`config.mk`:
```
export PLATFORM = sky130hd
export DESIGN_NAME = flkv_ctrl
export DESIGN_NICKNAME = d
export VERILOG_FILES = /design/src/hdl/flkv_pkg.sv /design/src/hdl/flkv_ctrl.sv
export VERILOG_INCLUDE_DIRS = /design/src /design/src/hdl
export SDC_FILE = /design/constraint.sdc
export NUM_CORES = 1
export LEC_CHECK = 0
export BUFFER_PORTS_ARGS = -buffer_cell sky130_fd_sc_hd__buf_4
export CAP_MARGIN = 20
export CORE_MARGIN = 5
export CORE_UTILIZATION = 38
export DETAILED_ROUTE_END_ITERATION = 6
export GPL_TIMING_DRIVEN = 0
export HOLD_SLACK_MARGIN = 0.05
export REMOVE_ABC_BUFFERS = 1
export SETUP_SLACK_MARGIN = 0.1
export SLEW_MARGIN = 20
export SYNTH_ARGS = -nofsm -noshare
export SYNTH_HDL_FRONTEND = slang
export SYNTH_SLANG_ARGS = --single-unit
```
`constraint.sdc`:
```
create_clock -name clock -period 4.7 [get_ports clock]
set_input_delay 0.235 -clock clock [delete_from_list [all_inputs] [get_ports clock]]
set_output_delay 0.235 -clock clock [all_outputs]
set_load 0.05 [all_outputs]
```
`src/hdl/assert_macros.svh`:
```
// ----------------------------------------------------------------------------
// assertion macros
// concurrent checks, compiled out when ASSERT_OFF is set
// ----------------------------------------------------------------------------
`ifndef ASSERT_MACROS_SVH
`define ASSERT_MACROS_SVH
`ifndef ASSERT_OFF
`define ASSERT_ALWAYS(name, clk, rst, cond) \
   name: assert property (@(posedge clk) disable iff (rst) (cond)) \
      else $error("%m: check failed");
`define ASSERT_IMPLIES(name, clk, rst, ante, cons) \
   name: assert property (@(posedge clk) disable iff (rst) (ante) |-> (cons)) \
      else $error("%m: check failed");
`define ASSERT_NEXT(name, clk, rst, ante, cons) \
   name: assert property (@(posedge clk) disable iff (rst) (ante) |=> (cons)) \
      else $error("%m: check failed");
`else
`define ASSERT_ALWAYS(name, clk, rst, cond)
`define ASSERT_IMPLIES(name, clk, rst, ante, cons)
`define ASSERT_NEXT(name, clk, rst, ante, cons)
`endif
`endif

```
`src/hdl/flkv_pkg.sv`:
```
// ----------------------------------------------------------------------------
// flkv_pkg
// shared types and codes of the flash log key-value store
// ----------------------------------------------------------------------------
`timescale 1ns / 1ps

package flkv_pkg;

   localparam logic [2:0] OP_GET  = 3'd0;
   localparam logic [2:0] OP_SET  = 3'd1;
   localparam logic [2:0] OP_DATA = 3'd2;
   localparam logic [2:0] OP_READ = 3'd3;
   localparam logic [2:0] OP_WIPE = 3'd4;

   localparam logic [1:0] STATUS_OK        = 2'd0;
   localparam logic [1:0] STATUS_NOT_FOUND = 2'd1;
   localparam logic [1:0] STATUS_NO_SPACE  = 2'd2;
   localparam logic [1:0] STATUS_BAD_KEY   = 2'd3;

   localparam logic [15:0] END_KEY = 16'hFFFF;
   localparam logic [7:0]  ERASED  = 8'hFF;
   localparam logic [7:0]  PAD     = 8'h00;

   typedef struct packed {
      logic [2:0]  op;
      logic [15:0] key;
      logic [11:0] length;
      logic [7:0]  data_byte;
      logic [11:0] address;
   } req_type;

   typedef struct packed {
      logic [1:0]  status;
      logic [11:0] value_address;
      logic [11:0] value_length;
      logic [7:0]  read_data;
   } rsp_type;

   typedef enum logic [4:0] {
      DP_NOP,
      DP_LATCH,
      DP_CLR_ALL_INIT,
      DP_CLR_SEC_INIT,
      DP_CLR_STEP,
      DP_ABORT_INIT,
      DP_ABORT_STEP,
      DP_ABORT_DONE,
      DP_PEND_LOAD,
      DP_DATA_WR,
      DP_W_APPEND,
      DP_W_COMPACT,
      DP_PAD_STEP,
      DP_HWR_STEP,
      DP_CPY_RD,
      DP_CPY_WR,
      DP_CWO_END,
      DP_CPT_NEXT,
      DP_APPEND_END,
      DP_CPT_INIT,
      DP_CPT_REC,
      DP_SCAN_INIT,
      DP_HRD_STEP,
      DP_SCAN_EVAL,
      DP_CPT_SWITCH,
      DP_RD_ISSUE,
      DP_RSP_READ,
      DP_RSP_GET,
      DP_RSP_OK,
      DP_RSP_NOSPACE,
      DP_RSP_BADKEY
   } dp_op_type;

   typedef struct packed {
      logic [2:0] op;
      logic       key_end;
      logic       data_more;
      logic       data_last;
      logic       abort_more;
      logic       fits;
      logic       len_zero;
      logic       pad_more;
      logic       cnt3;
      logic       cnt4;
      logic       cpy_more;
      logic       rec_ok;
      logic       keep;
      logic       clr_last;
   } dp_status_type;

endpackage

```
`src/hdl/flkv_ctrl.sv`:
```
// ----------------------------------------------------------------------------
// flkv_ctrl
// sequencer for scan, append, compaction and erase
// ----------------------------------------------------------------------------
`timescale 1ns / 1ps
`include "assert_macros.svh"

module flkv_ctrl (
   input  logic                    clock,
   input  logic                    reset,
   input  logic                    start,
   input  flkv_pkg::dp_status_type st,
   output flkv_pkg::dp_op_type     cmd,
   output logic                    busy
);
   import flkv_pkg::*;

   typedef enum logic [20:0] {
      ST_BOOT     = 21'h000001,
      ST_IDLE     = 21'h000002,
      ST_DISPATCH = 21'h000004,
      ST_READ     = 21'h000008,
      ST_WIPE     = 21'h000010,
      ST_RSP_OK   = 21'h000020,
      ST_ABORT    = 21'h000040,
      ST_FIT      = 21'h000080,
      ST_FIN      = 21'h000100,
      ST_PAD      = 21'h000200,
      ST_HWR      = 21'h000400,
      ST_AEND     = 21'h000800,
      ST_CPY_RD   = 21'h001000,
      ST_CPY_WR   = 21'h002000,
      ST_CPT_HRD  = 21'h004000,
      ST_CPT_REC  = 21'h008000,
      ST_HRD      = 21'h010000,
      ST_EVAL     = 21'h020000,
      ST_SCAN_END = 21'h040000,
      ST_ERASE    = 21'h080000,
      ST_SWITCH   = 21'h100000
   } state_type;

   state_type state_ff, state_in;
   logic      cpt_ff, cpt_in;
   logic      did_ff, did_in;

   always_comb begin
      state_in = state_ff;
      cpt_in   = cpt_ff;
      did_in   = did_ff;
      cmd      = DP_NOP;
      case (state_ff)
         ST_BOOT: begin
            cmd = DP_CLR_STEP;
            if (st.clr_last) state_in = ST_IDLE;
         end
         ST_IDLE: begin
            if (start) begin
               cmd      = DP_LATCH;
               state_in = ST_DISPATCH;
            end
         end
         ST_DISPATCH: begin
            did_in   = 1'b0;
            state_in = ST_IDLE;
            case (st.op)
               OP_GET: begin
                  cmd      = DP_SCAN_INIT;
                  state_in = ST_HRD;
               end
               OP_SET: begin
                  if (st.key_end) begin
                     cmd = DP_RSP_BADKEY;
                  end else begin
                     cmd      = DP_ABORT_INIT;
                     state_in = ST_ABORT;
                  end
               end
               OP_DATA: begin
                  if (st.data_more) begin
                     cmd = DP_DATA_WR;
                     if (st.data_last) state_in = ST_FIN;
                  end
               end
               OP_READ: begin
                  cmd      = DP_RD_ISSUE;
                  state_in = ST_READ;
               end
               OP_WIPE: begin
                  cmd      = DP_CLR_ALL_INIT;
                  state_in = ST_WIPE;
               end
               default: begin
                  cmd = DP_NOP;
               end
            endcase
         end
         ST_READ: begin
            cmd      = DP_RSP_READ;
            state_in = ST_IDLE;
         end
         ST_WIPE: begin
            cmd = DP_CLR_STEP;
            if (st.clr_last) state_in = ST_RSP_OK;
         end
         ST_RSP_OK: begin
            cmd      = DP_RSP_OK;
            state_in = ST_IDLE;
         end
         ST_ABORT: begin
            if (st.abort_more) begin
               cmd = DP_ABORT_STEP;
            end else begin
               cmd      = DP_ABORT_DONE;
               state_in = ST_FIT;
            end
         end
         ST_FIT: begin
            if (st.fits) begin
               cmd      = DP_PEND_LOAD;
               state_in = st.len_zero ? ST_FIN : ST_RSP_OK;
            end else if (!did_ff) begin
               cmd      = DP_CPT_INIT;
               cpt_in   = 1'b1;
               did_in   = 1'b1;
               state_in = ST_CPT_HRD;
            end else begin
               cmd      = DP_RSP_NOSPACE;
               state_in = ST_IDLE;
            end
         end
         ST_FIN: begin
            cmd      = DP_W_APPEND;
            state_in = ST_PAD;
         end
         ST_PAD: begin
            if (st.pad_more) begin
               cmd = DP_PAD_STEP;
            end else begin
               state_in = ST_HWR;
            end
         end
         ST_HWR: begin
            cmd = DP_HWR_STEP;
            if (st.cnt3) state_in = cpt_ff ? ST_CPY_RD : ST_AEND;
         end
         ST_AEND: begin
            cmd      = DP_APPEND_END;
            state_in = (st.op == OP_SET) ? ST_RSP_OK : ST_IDLE;
         end
         ST_CPY_RD: begin
            if (st.cpy_more) begin
               cmd      = DP_CPY_RD;
               state_in = ST_CPY_WR;
            end else begin
               cmd      = DP_CWO_END;
               state_in = ST_CPT_HRD;
            end
         end
         ST_CPY_WR: begin
            cmd      = DP_CPY_WR;
            state_in = ST_CPY_RD;
         end
         ST_CPT_HRD: begin
            cmd = DP_HRD_STEP;
            if (st.cnt4) state_in = ST_CPT_REC;
         end
         ST_CPT_REC: begin
            if (st.rec_ok) begin
               cmd      = DP_CPT_REC;
               state_in = ST_HRD;
            end else begin
               cmd      = DP_CLR_SEC_INIT;
               state_in = ST_ERASE;
            end
         end
         ST_HRD: begin
            cmd = DP_HRD_STEP;
            if (st.cnt4) state_in = ST_EVAL;
         end
         ST_EVAL: begin
            cmd      = DP_SCAN_EVAL;
            state_in = st.rec_ok ? ST_HRD : ST_SCAN_END;
         end
         ST_SCAN_END: begin
            if (!cpt_ff) begin
               cmd      = DP_RSP_GET;
               state_in = ST_IDLE;
            end else if (st.keep) begin
               cmd      = DP_W_COMPACT;
               state_in = ST_PAD;
            end else begin
               cmd      = DP_CPT_NEXT;
               state_in = ST_CPT_HRD;
            end
         end
         ST_ERASE: begin
            cmd = DP_CLR_STEP;
            if (st.clr_last) state_in = ST_SWITCH;
         end
         ST_SWITCH: begin
            cmd      = DP_CPT_SWITCH;
            cpt_in   = 1'b0;
            state_in = ST_FIT;
         end
         default: begin
            state_in = ST_IDLE;
         end
      endcase
   end

   always_ff @(posedge clock) begin
      if (reset) begin
         state_ff <= ST_BOOT;
         cpt_ff   <= 1'b0;
         did_ff   <= 1'b0;
      end else begin
         state_ff <= state_in;
         cpt_ff   <= cpt_in;
         did_ff   <= did_in;
      end
   end

   assign busy = state_ff != ST_IDLE;

   `ASSERT_IMPLIES(a_idle_no_compact, clock, reset, state_ff == ST_IDLE, !cpt_ff)
endmodule

```
# [Word-level counts from Yosys, hierarchy flattened]
# Cells that the tools add are included.
# W data, S select, Z words.
[classes] eq_ne=37 n_reduce_logical=8 n_mux=42
[ops] op="$pmux W21 S19" count=1
[ops] op="$mux W21" count=9
[ops] op="$pmux W5 S18" count=1
[ops] op="$pmux W17 S5" count=1
[ops] op="$mux W15" count=5
[ops] op="$mux W5" count=6
[ops] op="$mux W9" count=3
[ops] op="$pmux W5 S5" count=1
[ops] op="$ne A2 B2 Y1 const B" count=11
[ops] op="$eq A21 B1 Y1 const B" count=1
[ops] op="$eq A21 B10 Y1 const B" count=1
[ops] op="$eq A21 B11 Y1 const B" count=1
[ops] op="$eq A21 B12 Y1 const B" count=1
[ops] op="$eq A21 B13 Y1 const B" count=1
[ops] op="$eq A21 B14 Y1 const B" count=1
[ops] op="$eq A21 B15 Y1 const B" count=1
[ops] op="$eq A21 B16 Y1 const B" count=1
[ops] op="$eq A21 B17 Y1 const B" count=1
[ops] op="$eq A21 B18 Y1 const B" count=1
[ops] op="$eq A21 B19 Y1 const B" count=1
[ops] op="$eq A21 B2 Y1 const B" count=1
[ops] op="$eq A21 B20 Y1 const B" count=1
[ops] op="$eq A21 B21 Y1 const B" count=1
[ops] op="$eq A21 B3 Y1 const B" count=1
[ops] op="other kinds (25)" count=34
[word_totals] ff_bits=23 output_inout_bits=6 input_bits=19 elab_cells=90

# [Longest topological paths before layout]
# Gate-level depths: netlist of run 1.
[depth] word_depth=4 depth_mapped=9 mapped_depth_nobuf=6

# [Worst setup path before layout of run 1]
# OpenSTA, ideal clock, no wires.
[synth_path] kind="register -> output" startpoint="register state_ff[16]" endpoint="output port cmd[0]" slack_ps=1851 n_path_buf=1 required_time_ps=4465 arrival_ps=2614 path_stages_with_launch=7 cell_sequence="dfxtp_1 buf_2 or4_4 or3_1 or3_1 o221a_1 nand3_1"
[synth_via] elab_chain_len=3 word_cells_on_any_way=24 classes_between="21 x eq/ne; 1 x mux; 2 x reduce/logical"
[synth_lines] element="start, declared" line_no="flkv_ctrl.sv:42" rtl="state_type state_ff, state_in;"
[synth_lines] element="start signal, assigned" line_no="flkv_ctrl.sv:217" rtl="state_ff <= state_in;"
[synth_lines] element="$eq A21 B20 Y1, or another cell as far along" line_no="flkv_ctrl.sv:51" rtl="case (state_ff)"
[synth_lines] element="$reduce_or A3 Y1 (no source line) / $reduce_or A2 Y1 (equally long branches)"
[synth_lines] element="$pmux W5 S18 *" line_no="flkv_ctrl.sv:51"
[synth_lines] element="end, declared" line_no="flkv_ctrl.sv:13" rtl="output flkv_pkg::dp_op_type cmd,"
# Every way passes the cells marked *; elsewhere a longest branch is shown, timed or not.

# [Worst setup path after layout of run 1]
[layout_path] startpoint="register state_ff[12]" endpoint="output port cmd[4]"
# Same word-level chain as after synthesis.

==> flow_summary.json, run 1 <==
{
  "grt_antenna_before_repair": 0,
  "synth_commonest_cells": "nor2_1 (25), dfxtp_1 (23), nor3_1 (18)",
  "crit_path_max_incr_delay_ns": 0.91,
  "place_inst": 318,
  "rsz0062_at_grt": "false",
  "place_congestion": 0.931,
  "h-tree-depth": 1,
  "worstPathMaxFanout": 6,
  "setup_slack_ns": 1.37,
  "dr_wl_met3_um": 455,
  "async_flop_share_pct": 0,
  "hp-class": "in -> reg",
  "setup_viol": 0,
  "ff2ff_setup_slack_ns": 1.81,
  "worst_path_max_delay_cell": "nor4_1",
  "cts_setup_buffers": 0,
  "pin_count": 25,
  "ant_nets": 0,
  "yosysUniqueCellTypes": 57,
  "n_antenna_cell": 0,
  "grt_pass1_wl_mm": 9.71,
  "routed_wirelength_mm": 6.03,
  "met1Wirelength_mm": 2.74,
  "ys_warn_count": 0,
  "arrival_ns": 3.10,
  "postCtsHoldBufs": 0,
  "rr_worst_depth": 6,
  "die-width_um": 80.2,
  "num-nets-final": 275,
  "die_area_sq_mm": 0.00643,
  "clk-insertion-delay-late_ns": 0.27,
  "avgViaCountPerCell": 6.30,
  "worst_slew_pin_slew_ns": 1.05,
  "yosysMostFrequentCell": "nor2_1",
  "dpl.hpwl_mm": 4.57,
  "cts_max_path_buffers": 2,
  "ys_seq_area_share_pct": 24.6,
  "synth_area_leader_cell": "dfxtp_1",
  "status": "finished, final reports clean",
  "crit_path_end": "cmd[4]",
  "finalCriticalPeriod_ns": 3.33,
  "crit_start": "state_ff[12]",
  "final_cells": 322,
  "pre_cts_slack_ns": 1.65,
  "start_util_pct": 39.3,
  "syn-instance-count": 239,
  "cts_made_buffers": 3,
  "finalSetupTns_ns": 0,
  "cts_tree": "yes",
  "synth-main-ff-cell": "dfxtp_1",
  "required_ns": 4.47,
  "ys_seq_elements": 23,
  "fin_crit_sh_pct": 70.9,
  "peakVddDrop_v": 0.0000937,
  "drc": 0,
  "fillers": 505,
  "drt_first_pass_iters": 5,
  "grt_pass1_vias": 1875,
  "core-area_sq_mm": 0.00475,
  "critPathCaptureType": "output pin",
  "post_cts_resized": 0,
  "synth_edf_count": 0,
  "grt_use_total_pct": 19.7,
  "drv_cap": 0,
  "wl_met2_mm": 2.65,
  "drt_iter0_drc": 211,
  "post_drt_wl_per_cell_um": 18.7,
  "path_class": "reg -> out",
  "syn_to_final_growth_pct": 13.2,
  "syn_area_per_cell_sq_um": 7.83,
  "clockRootBuffer": "clkbuf_8",
  "holdWs_ns": 0.148,
  "netlist_area_sq_mm": 0.00187,
  "path_cells": "nor4_1 > nand4_1 > nor3_1 > nor3_1 > nand4_1 > buf_4",
  "hold_viol": 0,
  "grt_max_degree": 16,
  "io_buffer_count": 24,
  "grt_overflow": 0,
  "slew_headroom_pct": 29.5,
  "top_layer": "met4",
  "p_leak_nw": 0.824,
  "clock-sinks": 23,
  "fmax_mhz": 300,
  "synthTopCellsByArea": "dfxtp_1 (25%), nand4_1 (5.0%), nor2_1 (5.0%), nor3_1 (4.8%), a21oi_1 (3.7%)",
  "netlist.area_leader.share_pct": 24.6,
  "via_count": 2029,
  "die_h_um": 80.2,
  "fin_skew_ns": 0.00587,
  "path_clk_slew_ns": 0.09,
  "post_route_cells_drive_above_1_share_pct": 18.8,
  "drv_slew": 0,
  "power_density_mw_per_mm2": 200,
  "startpoint_type": "flip-flop",
  "r2r-end": "state_ff[8]",
  "r2r_start": "state_ff[12]",
  "num_rows": 25
}
==> through the flow <==
| stage | cell area [sq um] | utilization (%) | power (mW) |
|---|---|---|---|
| finish | 2120 | 44.6 | 0.424 |
| CTS | 2110 | 44.4 | 0.427 |
| detailed placement | 2070 | 43.4 | 0.299 |
| global route | 2120 | 44.6 | 0.442 |
| global placement | 2070 | 43.4 | 0.299 |
| floorplan | 1800 | - | 0.260 |
==> kinds of logic after synthesis <==
group	count (synthesis)	share of synthesized area, %
AND/OR/NAND/NOR	142	48.3
flip-flops	23	24.6
XOR/XNOR	3	1.40
AO/OA/AOI/OAI	50	19.9
buffers and inverters	20	5.28
multiplexers	1	0.535
==> area by class of cell <==
cell class	count	area (sq um)	area share, %
clock inverters	1	5.00	0.236
clock buffers	3	41.3	1.95
well taps	67	83.8	3.96
flip-flops and latches	23	460	21.7
inverters	8	30.0	1.42
repair buffers	24	180	8.51
multi-input cells	196	1320	62.2
==> worst min-delay path by stage <==
stage	slack [ns]	start	end	cells after the start
final	0.15	st[2]	state_ff[18]	2
after global placement	0.44	st[2]	state_ff[18]	2
after floorplan	0.30	reset	state_ff[10]	1
after CTS	0.15	st[2]	state_ff[18]	2
after detailed placement	0.43	st[2]	state_ff[18]	2
after global routing	0.15	st[2]	state_ff[18]	2
==> power by group <==
part	leakage, nW	switching, mW	internal (mW)
Combinational	0.612	0.0605	0.0339
Clock	0.0255	0.0683	0.0594
Sequential	0.186	0.00406	0.197
Total	0.824	0.133	0.291
==> registers in the layout, summed over array words and instances, names as in the netlist <==
name	cells
state_ff	21
cpt_ff	1
did_ff	1
==> metal layers <==
metal  track usage [%]  vias up
met4              7.77        0
met5                 0        -
met3              2.69       19
met2              30.6      102
li1                  -      979
met1              27.2      929
==> layout by cell type (no fill, tap or decap), drive strengths merged, types with 2 or more instances in the layout <==
cell / netlist / layout
buf: 7 / 24
a21o: 3 / 3
and3: 5 / 5
o21ai: 3 / 3
and2: 2 / 2
o31ai: 6 / 6
nor2: 25 / 25
or4b: 3 / 3
nand2: 11 / 11
nand4b: 3 / 3
nand2b: 3 / 3
nor4: 13 / 13
nand4: 16 / 16
nor2b: 3 / 3
dfxtp: 23 / 23
o2111ai: 2 / 2
a221oi: 2 / 2
nand3b: 4 / 4
nor3: 19 / 19
xnor2: 3 / 3
and4: 2 / 2
nand3: 10 / 10
inv: 8 / 8
nor3b: 3 / 3
a211oi: 7 / 7
or4: 7 / 7
nor4bb: 2 / 2
a31oi: 4 / 4
clkbuf: 5 / 3
nor4b: 4 / 4
or3: 4 / 4
a21oi: 15 / 15
==> worst max-delay path, delay by kind of cell, from the launching register on <==
kind	cells	cell delay, ns
DFF	1	0.36
buffers and inverters	1	0.21
and+or+nand+nor	5	2.25
No activity file was read; power rests on OpenSTA's default activity.
==> inputs of run 2 (changes only) <==
==> constraint.sdc (replaced) <==
create_clock -name clock -period 3.4 [get_ports clock]
set_input_delay 0.17 -clock clock [delete_from_list [all_inputs] [get_ports clock]]
set_output_delay 0.17 -clock clock [all_outputs]
set_load 0.05 [all_outputs]
==> run 2 against run 1 <==
- via count is 0.34% lower
- design area increased by 0.30%
- die area did not move
- routed wire length fell by 0.78%
- setup slack worse by 1.0 ns
- first-iteration DRC count up 17%
- critical path type unchanged
- critical endpoint is now cmd[2]
- largest cell class unchanged
==> flow_summary.json, run 2 (synthesized netlist as in run 1, its figures left out) <==
{
  "status": "finished, final reports clean",
  "path_cells": "nor4_1 > nand4_1 > nor3_1 > a21o_1 > a211oi_1 > nand4_1 > buf_4",
  "fillers": 506,
  "drc": 0,
  "avgViaCountPerCell": 6.28,
  "path_delay_family": "simple AND/OR/NAND/NOR gates",
  "power_density_mw_per_mm2": 276,
  "io_buffer_count": 24,
  "hp-class": "in -> reg",
  "grt_antenna_before_repair": 0,
  "cts_max_path_buffers": 2,
  "critPathCaptureType": "output pin",
  "worstPathMaxFanout": 7,
  "peakVddDrop_v": 0.000130,
  "setup_viol": 0,
  "core-area_sq_mm": 0.00475,
  "clock-sinks": 23,
  "grt_max_degree": 16,
  "largest_register_ffs": 21,
  "p_leak_nw": 0.825,
  "startpoint_type": "flip-flop",
  "clk-insertion-delay-late_ns": 0.27,
  "place_congestion": 0.931,
  "arrival_ns": 2.88,
  "rsz0062_at_grt": "false",
  "clockRootBuffer": "clkbuf_8",
  "regArea_sq_um": 460,
  "reg.largest.list": "state_ff: 21 flops, cpt_ff: 1 flops, did_ff: 1 flops",
  "die-width_um": 80.2,
  "grt_pass1_wl_mm": 9.69,
  "post_drt_wl_per_cell_um": 18.6,
  "grt_use_total_pct": 19.7,
  "n_antenna_cell": 0,
  "crit_path_frequent_cell": "nand4_1",
  "worst-path-buf-inv": 1,
  "worst_path_max_delay_cell": "nor4_1",
  "post_cts_resized": 1,
  "path_clk_slew_ns": 0.08,
  "syn_to_final_growth_pct": 13.6,
  "ant_nets": 0,
  "postCtsHoldBufs": 0,
  "layout_commonest_cell": "nor2_1",
  "crit_path_max_incr_delay_ns": 0.70,
  "fmax_mhz": 328,
  "drt_first_pass_iters": 5,
  "finalCriticalPeriod_ns": 3.05,
  "drv_slew": 0,
  "die_h_um": 80.2,
  "pin_count": 25,
  "start_util_pct": 39.3,
  "ff2ff_setup_slack_ns": 0.49,
  "fin_skew_ns": 0.00336,
  "required_ns": 3.23,
  "grt_pass1_vias": 1873,
  "drv_cap": 0,
  "cts_made_buffers": 3,
  "die_area_sq_mm": 0.00643,
  "cts_setup_buffers": 0,
  "finalSetupTns_ns": 0,
  "multi_input_area_sq_mm": 0.00132,
  "routed_wirelength_mm": 5.98,
  "drt_iter0_drc": 246,
  "num_rows": 25,
  "top_register": "state_ff",
  "via_count": 2022,
  "num-nets-final": 275,
  "finalPower_mw": 0.586,
  "hold_viol": 0,
  "post_route_cells_drive_above_1_share_pct": 19.2,
  "worst_slew_pin_slew_ns": 0.772,
  "slew_headroom_pct": 48.1,
  "dpl.hpwl_mm": 4.57,
  "cts_tree": "yes",
  "path_class": "reg -> out",
  "layout_common_cells": "nor2_1 (25), buf_4 (24), dfxtp_1 (23)",
  "h-tree-depth": 1,
  "fin_crit_sh_pct": 89.6,
  "grt_overflow": 0
}
-- run 2: cell counts in the layout (fill, tap and decap cells not counted) --
No cell type changed its count.
-- run 2: per-layer routing --
| layer | part of all wire (%) | global-route usage (%) |
|---|---|---|
| met3 | 8.5 | 2.69 |
| met1 | 45 | 27.2 |
| met5 | 0 | 0 |
| met2 | 44 | 30.5 |
| met4 | 2.7 | 7.77 |
-- run 2: final timing paths --
| path | startpoint | end | cells after the start |
|---|---|---|---|
| worst min-delay path | st[2] | state_ff[18] | 2 |
| worst min register to register | state_ff[14] | state_ff[14] | 2 |
| worst max register to register | state_ff[12] | state_ff[8] | 6 |
| worst max-delay path | state_ff[5] | cmd[2] | 7 |
-- run 2: where the power goes --
group | switching [mW] | internal (mW)
combinational | 0.0833 | 0.0469
sequential | 0.00564 | 0.273
clock | 0.0950 | 0.0822
-- run 2: metrics by stage --
stage / utilization [%] / cell area, sq um / setup WS, ns / std cells / hold slack [ns]
after floorplan: - / 1800 / 0.671 / 227 / 0.239
after global placement: 43.4 / 2070 / 0.328 / 318 / 0.372
after detailed placement: 43.4 / 2070 / 0.410 / 318 / 0.368
after CTS: 44.6 / 2120 / 0.176 / 322 / 0.0817
after global routing: 44.7 / 2120 / 0.160 / 322 / 0.0818
final: 44.7 / 2120 / 0.354 / 322 / 0.0803
-- run 2: cell type report --
type / count / area share [%]
repair buffers: 24 / 8.48
inverters: 8 / 1.41
well taps: 67 / 3.95
flip-flops and latches: 23 / 21.7
multi-input cells: 196 / 62.3
clock buffers: 3 / 1.94
clock inverters: 1 / 0.236
==> inputs of run 3 (changes only) <==
--- a/config.mk
+++ b/config.mk
@@ -10,6 +10,7 @@
 export CAP_MARGIN = 20
 export CORE_MARGIN = 5
 export CORE_UTILIZATION = 38
+export CTS_BUF_LIST = sky130_fd_sc_hd__clkbuf_16
 export DETAILED_ROUTE_END_ITERATION = 6
 export GPL_TIMING_DRIVEN = 0
 export HOLD_SLACK_MARGIN = 0.05
==> run 3 against run 2 <==
- the flow now finishes with violations (design-rule violations)
- cell count stayed put
- routed wire length rose by 1.7%
- maximum frequency fell by 3.9%
- first-iteration DRC count increased by 2.0%
- die area unchanged
- count of clock-buffer cells in the layout did not move
- global-route usage grew 0.28 points
- sequential power about the same
- flip-flop and latch count unchanged
- critical path type unchanged
==> flow_summary.json, run 3 (synthesized netlist as in run 1, its figures left out) <==
{
  "clockRootBuffer": "clkbuf_16",
  "syn_to_final_growth_pct": 15.4,
  "multi_input_area_sq_mm": 0.00132,
  "clk-insertion-delay-late_ns": 0.26,
  "num-nets-final": 275,
  "io_buffer_count": 24,
  "hold_viol": 0,
  "top_register": "state_ff",
  "pin_count": 25,
  "num_rows": 25,
  "grt_antenna_before_repair": 0,
  "grt_max_degree": 16,
  "core-area_sq_mm": 0.00475,
  "finalCriticalPeriod_ns": 3.17,
  "violations": "design-rule violations",
  "ff2ff_setup_slack_ns": 0.47,
  "rr_worst_depth": 6,
  "fin_skew_ns": 0.00200,
  "start_util_pct": 39.3,
  "fmax_mhz": 316,
  "holdPathStages": 2,
  "rsz0062_at_grt": "false",
  "routed_wirelength_mm": 6.09,
  "die_h_um": 80.2,
  "largest_register_ffs": 21,
  "drc": 1,
  "die-width_um": 80.2,
  "power_density_mw_per_mm2": 311,
  "post_route_cells_drive_above_1_share_pct": 19.2,
  "die_area_sq_mm": 0.00643,
  "h-tree-depth": 1,
  "regArea_sq_um": 460,
  "grt_overflow": 0,
  "post_drt_wl_per_cell_um": 18.9,
  "layout_common_cells": "nor2_1 (25), buf_4 (24), dfxtp_1 (23)",
  "via_count": 2044,
  "worst_slew_pin_slew_ns": 0.806,
  "drv_cap": 0,
  "grt_pass1_vias": 1886,
  "place_congestion": 0.931,
  "arrival_ns": 3.00,
  "worstPathMaxFanout": 7,
  "cts_max_path_buffers": 2,
  "drt_first_pass_iters": 7,
  "slew_headroom_pct": 45.7,
  "setup_viol": 0,
  "critPathCaptureType": "output pin",
  "fin_crit_sh_pct": 93.2,
  "hp-class": "in -> reg",
  "grt_use_total_pct": 19.9,
  "status": "finished with violations",
  "dpl.hpwl_mm": 4.57,
  "finalPower_mw": 0.671,
  "grt_pass1_wl_mm": 9.88,
  "p_leak_nw": 0.841,
  "cts_made_buffers": 3,
  "path_clk_slew_ns": 0.06,
  "avgViaCountPerCell": 6.35,
  "drt_iter0_drc": 251,
  "postCtsHoldBufs": 0,
  "path_class": "reg -> out",
  "fillers": 504,
  "required_ns": 3.23,
  "ant_nets": 0,
  "finalSetupTns_ns": 0,
  "cts_tree": "yes",
  "peakVddDrop_v": 0.000142,
  "clock-sinks": 23,
  "reg.largest.list": "state_ff: 21 flops, cpt_ff: 1 flops, did_ff: 1 flops",
  "drv_slew": 0,
  "layout_commonest_cell": "nor2_1",
  "n_antenna_cell": 0,
  "startpoint_type": "flip-flop"
}
[run 3: cell counts in the layout (fill, tap and decap cells not counted)]
Identical to the previous run, type by type.
[run 3: stage by stage]
stage	setup slack (ns)	instance area (sq um)	utilization, %	std cells	hold WS (ns)
after floorplan	0.671	1800	-	227	0.239
after global placement	0.328	2070	43.4	318	0.372
after detailed placement	0.410	2070	43.4	318	0.368
after CTS	0.206	2150	45.3	322	0.100
after global routing	0.144	2160	45.4	322	0.102
final	0.230	2160	45.4	322	0.0951
[run 3: critical path: stages, from the launching register on]
cell	delay, ns
dfxtp_1	0.37
nor4_1	0.73
nand4_1	0.47
nor3_1	0.53
a21o_1	0.22
a211oi_1	0.08
nand4_1	0.13
buf_4	0.20
[run 3: path summary, 6_finish.rpt]
path,end,from
max,cmd[2],state_ff[5]
max reg2reg,state_ff[8],state_ff[12]
min,state_ff[18],st[2]
min reg2reg,state_ff[14],state_ff[14]
[run 3: routing by layer]
metal	GRT usage (%)	up-vias	part of all wire, %
met2	31.2	86	45
met5	0	-	0
met1	28.0	958	45
met3	2.47	21	7.1
li1	-	979	-
met4	6.93	0	3.1
[run 3: area by class of cell]
cell class / count / share of cell area, %
multi-input cells: 196 / 61.3
flip-flops and latches: 23 / 21.3
repair buffers: 24 / 8.35
well taps: 67 / 3.88
clock buffers: 3 / 3.48
inverters: 8 / 1.39
clock inverters: 1 / 0.232
[run 3: report_power, final]
| group | total, mW | internal (mW) | switching (mW) |
|---|---|---|---|
| combinational | 0.131 | 0.0469 | 0.0843 |
| clock | 0.261 | 0.158 | 0.103 |
| sequential | 0.279 | 0.273 | 0.00553 |
[run 3: what timing repair did]
item | CTS | global route
resized for setup | 1 | 1
setup buffers | 0 | 0
pin swaps | 0 | 0
gates cloned | 0 | 0
setup endpoints to repair | 2 | 2
